## config.mk

```make
export PLATFORM = sky130hd
export DESIGN_NAME = seacc_ctrl
export DESIGN_NICKNAME = d
export VERILOG_FILES = /design/src/rtl/seacc_pkg.sv /design/src/rtl/seacc_ctrl.sv
export SDC_FILE = /design/constraint.sdc
export NUM_CORES = 1
export LEC_CHECK = 0
export BUFFER_PORTS_ARGS = -buffer_cell sky130_fd_sc_hd__buf_2
export CAP_MARGIN = 20
export CORE_AREA = 2 2 39 41
export DETAILED_ROUTE_END_ITERATION = 8
export DIE_AREA = 0 0 41 43
export GPL_TIMING_DRIVEN = 0
export HOLD_SLACK_MARGIN = 0.08
export MAX_ROUTING_LAYER = met4
export PLACE_DENSITY = 0.48
export SLEW_MARGIN = 25
export SYNTH_ARGS = -nofsm -noshare
export SYNTH_HDL_FRONTEND = slang
export SYNTH_SLANG_ARGS = --single-unit
```

## constraint.sdc

```tcl
create_clock -name clk -period 2.6 [get_ports clk]
set_clock_uncertainty 0.2 [all_clocks]
set_input_delay 0.52 -clock clk [delete_from_list [all_inputs] [get_ports clk]]
set_output_delay 0.52 -clock clk [all_outputs]
set_load 0.005 [all_outputs]
```

## src/rtl/seacc_pkg.sv

```systemverilog
`timescale 1ns / 1ps
// ----------------------------------------------------------------------------
// seacc_pkg
// Shared types and constants of the edge statistic accumulator.
// ----------------------------------------------------------------------------
package seacc_pkg;

  localparam int NODE_COUNT = 128;
  localparam int NODE_W     = 7;
  localparam int EDGE_DEPTH = NODE_COUNT * (NODE_COUNT + 1) / 2;
  localparam int IDX_W      = $clog2(EDGE_DEPTH);
  localparam int VAL_W      = 48;
  localparam int DIV_N_W    = 64;
  localparam int DIV_CNT_W  = $clog2(DIV_N_W);

  localparam logic [1:0] STAT_SUM  = 2'd0;
  localparam logic [1:0] STAT_MEAN = 2'd1;
  localparam logic [1:0] STAT_MIN  = 2'd2;
  localparam logic [1:0] STAT_MAX  = 2'd3;

  localparam logic OP_ACC  = 1'b0;
  localparam logic OP_READ = 1'b1;

  localparam logic [1:0] REG_STAT_MODE   = 2'd0;
  localparam logic [1:0] REG_VECTOR_MODE = 2'd1;

  typedef enum logic [2:0] {
    ST_CLEAR,
    ST_IDLE,
    ST_READ,
    ST_EXEC,
    ST_DIV,
    ST_OUT
  } state_t;

  typedef struct packed {
    logic signed [VAL_W-1:0] edge_val;
    logic [VAL_W-1:0]        weight;
    logic                    touched;
    logic                    sat;
  } entry_t;

  typedef struct packed {
    logic load_in;
    logic rd_en;
    logic wr_en;
    logic div_start;
    logic out_load;
    logic clr_en;
  } cmd_t;

  typedef struct packed {
    logic clr_last;
    logic op_read;
    logic need_div;
    logic div_done;
    logic out_free;
  } status_t;

endpackage

```

## src/rtl/seacc_ctrl.sv

```systemverilog
`timescale 1ns / 1ps
// ----------------------------------------------------------------------------
// seacc_ctrl
// Sequencer: table clear, read-modify-write, and edge read (with divide for a mean).
// ----------------------------------------------------------------------------
module seacc_ctrl (
  input  logic                clk,
  input  logic                rst_n,
  input  logic                in_valid,
  output logic                in_ready,
  input  seacc_pkg::status_t  sts,
  output seacc_pkg::cmd_t     cmd
);

  seacc_pkg::state_t state_r, state_nxt;

  always_ff @(posedge clk) begin
    if (!rst_n) begin
      state_r <= seacc_pkg::ST_CLEAR;
    end else begin
      state_r <= state_nxt;
    end
  end

  // next state and commands
  always_comb begin
    state_nxt = state_r;
    cmd       = '0;
    in_ready  = 1'b0;
    case (state_r)
      seacc_pkg::ST_CLEAR: begin
        cmd.clr_en = 1'b1;
        if (sts.clr_last) state_nxt = seacc_pkg::ST_IDLE;
      end
      seacc_pkg::ST_IDLE: begin
        in_ready = 1'b1;
        if (in_valid) begin
          cmd.load_in = 1'b1;
          state_nxt   = seacc_pkg::ST_READ;
        end
      end
      seacc_pkg::ST_READ: begin
        cmd.rd_en = 1'b1;
        state_nxt = seacc_pkg::ST_EXEC;
      end
      seacc_pkg::ST_EXEC: begin
        if (!sts.op_read) begin
          cmd.wr_en = 1'b1;
          state_nxt = seacc_pkg::ST_IDLE;
        end else if (sts.need_div) begin
          cmd.div_start = 1'b1;
          state_nxt     = seacc_pkg::ST_DIV;
        end else begin
          state_nxt = seacc_pkg::ST_OUT;
        end
      end
      seacc_pkg::ST_DIV: begin
        if (sts.div_done) state_nxt = seacc_pkg::ST_OUT;
      end
      seacc_pkg::ST_OUT: begin
        if (sts.out_free) begin
          cmd.out_load = 1'b1;
          state_nxt    = seacc_pkg::ST_IDLE;
        end
      end
      default: state_nxt = seacc_pkg::ST_IDLE;
    endcase
  end

endmodule

```

Yosys cells after proc, flatten, opt, wreduce, memory -nomap -nowiden:

Cells that the tools add are included.

* output and inout port bits: 7
* register bits after elaboration: 3
* input bits: 8
* logic and storage cells: 30

* reduce and logical (&&, ||, !) cells: 2
* equal/unequal tests: 9
* mux-type cells: 18

Operator list (number)
* one-hot mux 3 bit (6 select lines): 1
* 2-to-1 mux 3 bit: 5
* 2-to-1 mux 1 bit: 11
* != test 2 bit, second input constant: 4
* equality test 3 x 2 -> 1 bit, second input constant: 2
* equality test 3 bit, second input constant: 2
* AND reduction 4 bit: 1
* equality test 3 x 1 -> 1 bit, second input constant: 1
* logical NOT 3 bit: 1
* 2-to-1 mux 2 bit: 1

Longest topological paths before layout:

* depth in word-level cells: 3
* mapped depth: 4
* gate-level depth less buffers: 3

Least setup slack after synthesis:

No wires, ideal clock.

* path kind: flip-flop to output port
* start: register state_r[1]
* end: output cmd[5] (netlist bit)
* buffers on the path: 1
* data required time: 1.880 ns
* path slack: 1.014 ns
* stages on the path, launching flop included: 5
* arrival: 0.866 ns
* cell sequence: dfxtp_1 buf_4 nand2b_1 nor2_1 and2_1

RTL lines
* start, declared: line seacc_ctrl.sv:15 `seacc_pkg::state_t state_r, state_nxt;`
* start signal, assigned: line seacc_ctrl.sv:19 `state_r <= seacc_pkg::ST_CLEAR;`
* start signal, assigned: line seacc_ctrl.sv:21 `state_r <= state_nxt;`
* end, declared: line seacc_ctrl.sv:12 `output seacc_pkg::cmd_t cmd`

==> results.toml <==
[floorplan]
die_h_um = 43
core_area_um2 = 1380
die_w_um = 41
io_pins = 15
rows = 14
initial_core_util_pct = 20.1
die_area_um2 = 1760

[clock_tree]
cts_resized = 0
clock_latency_ns = 0.23
postCtsSetupBuffers = 0
clock-root-buffer = "clkbuf_4"
cts.sinks = 3
cts.hold.buffers_added = 0
cts_buffers = 3
htreeDepth = 1
cts_tree = "done"
clk_pin_slew_worst_paths_ns = 0.04
clockBufferDepth = 2

[final_layout]
final_cell_mix = "buf_2, nor2_1, nand2_1"
drive_above_1_share_pct = 49.1
mostFrequentLayoutCell = "buf_2"
area_delta_synth_final_pct = 41.9
largest_reg_flops = 3
antenna_cells = 0
layout.cells.non_filler = 69
fin_area_um2 = 394
num-nets-final = 62
reg_top3 = "state_r: 3 flops"
top_register = "state_r"
num-fill-cells = 163

[routing]
wl_per_cell_um = 8.49
initialDrtViolationCount = 8
drc = 0
drt_first_pass_iters = 2
via_per_inst = 4.26
vias = 294
ant_nets = 0
wl_um = 586

[outcome]
status = "finished clean"

[timing]
setup_viol = 0
slew_headroom_pct = 87.1
worstMarginPinSlew_ns = 0.190
finalCritPeriodShare_pct = 72.7
fmax_ghz = 0.529
finalSetupTns_ns = 0
timing.final.hold_violations = 0
maxSlewViolCount = 0
hold_ws_ns = 0.364
fin_crit_ns = 1.89
rsz0062_at_grt = "no"

[placed_design]
dp_cells = 65
port_buffers = 14
dp_hpwl_um = 468
postPlaceCellArea_um2 = 368
gp_congestion = 0.655

[critical_path]
crit_path_end_kind = "primary output"
cp_data_arrival_time_ns = 1.17
required_ns = 1.88
critPathKind = "flop to primary output"
start_kind = "flop"
r2r_slack_ns = 1.31
crit_fanout = 10

[grt]
grt_antenna_before_repair = 0
first_global_vias = 226
track_usage_pct = 7.91
met2_usage_pct = 10.0
grt.busiest_layer = "met2"
grtUsageMet1_pct = 9.58
grt_max_degree = 11
grt_pass1_wl_um = 903
overflow = 0
grt_use_met3_pct = 4.71

[synth]
synthCells = 35
yosysUniqueCellTypes = 23
syn_area_um2 = 278
syn_nets = 43
avgSynthCellArea_um2 = 7.94
ys_warn_count = 0
yosys_register_bits = 3
ys_seq_area_share_pct = 21.6

[worst_hold_path]
hold_path_class = "input port to flop"

[power]
ir_drop_v = 0.000171
p_leak_nw = 0.186
power.density_nw_per_um2 = 447

[job]
drv_cap = 0
[through the flow]
step / power [W] / util, % / setup slack (ns)
2_1_floorplan: 0.0000813 / - / 1.01
3_3_place_gp: 0.0000982 / 26.6 / 0.955
3_5_place_dp: 0.0000984 / 26.6 / 0.941
4_1_cts: 0.000182 / 28.5 / 0.692
5_1_grt: 0.000188 / 28.5 / 0.617
6_report: 0.000176 / 28.5 / 0.710
[critical path: stages (launching register included)]
cell      delay, ns
dfxtp_1        0.30
buf_4          0.16
nand2b_1       0.15
nor2_1         0.11
and2_1         0.12
buf_2          0.10
[worst paths after layout]
path,end,cells past startpoint,startpoint
setup / recovery,cmd[5],5,state_r[1]$_SDFFE_PN0P_
setup reg to reg,state_r[0]$_SDFFE_PN0P_,4,state_r[2]$_SDFFE_PN0P_
hold reg to reg,state_r[1]$_SDFFE_PN0P_,2,state_r[2]$_SDFFE_PN0P_
hold / removal,state_r[0]$_SDFFE_PN0P_,2,rst_n
[cell type report]
| cell class | instances | area [µm²] | share of cell area [%] |
|---|---|---|---|
| Multi-Input combinational cell | 28 | 190 | 48.3 |
| Inverter | 1 | 3.75 | 0.952 |
| Tap cell | 16 | 20.0 | 5.08 |
| Timing Repair Buffer | 14 | 70.1 | 17.8 |
| Sequential cell | 3 | 60.1 | 15.2 |
| Clock buffer | 4 | 26.3 | 6.67 |
| Buffer | 3 | 23.8 | 6.03 |
[report_power, final]
part           internal, W  switching [W]  leakage, nW
sequential       0.0000492    0.000000924       0.0246
combinational    0.0000238      0.0000232        0.147
clock            0.0000574      0.0000218       0.0150
total             0.000130      0.0000459        0.186
[cells by family after synthesis]
logic type             count (synthesis)  synth area share [%]
flip-flops                             3                  21.6
multiplexers                           2                  8.56
AND/OR/NAND/NOR                       21                  44.1
AO/OA/AOI/OAI                          5                  15.8
buffers and inverters                  4                  9.91
[synth_stat cells (all sizes together)]
master	number	area share (%)
nor2	5	6.8
nand2	4	5.4
buf	3	8.6
dfxtp	3	22
nor2b	3	7.7
nor3b	3	8.1
mux2i	2	8.6
nand2b	2	5.4
a21oi	1	1.8
a31oi	1	2.3
a32oi	1	5.9
and2	1	2.3
and4b	1	4.1
inv	1	1.4
nand3b	1	2.7
nor3	1	1.8
o21ai	1	1.8
o311a	1	4.1
[routing by layer]
metal	part of all wire [%]	vias to the layer above	wire length, µm
met5	0	-	0
met4	0	0	0
met3	9.0	0	53
met2	47	11	275
met1	44	127	257
li1	-	156	-
(Power assumes the default switching activity.)
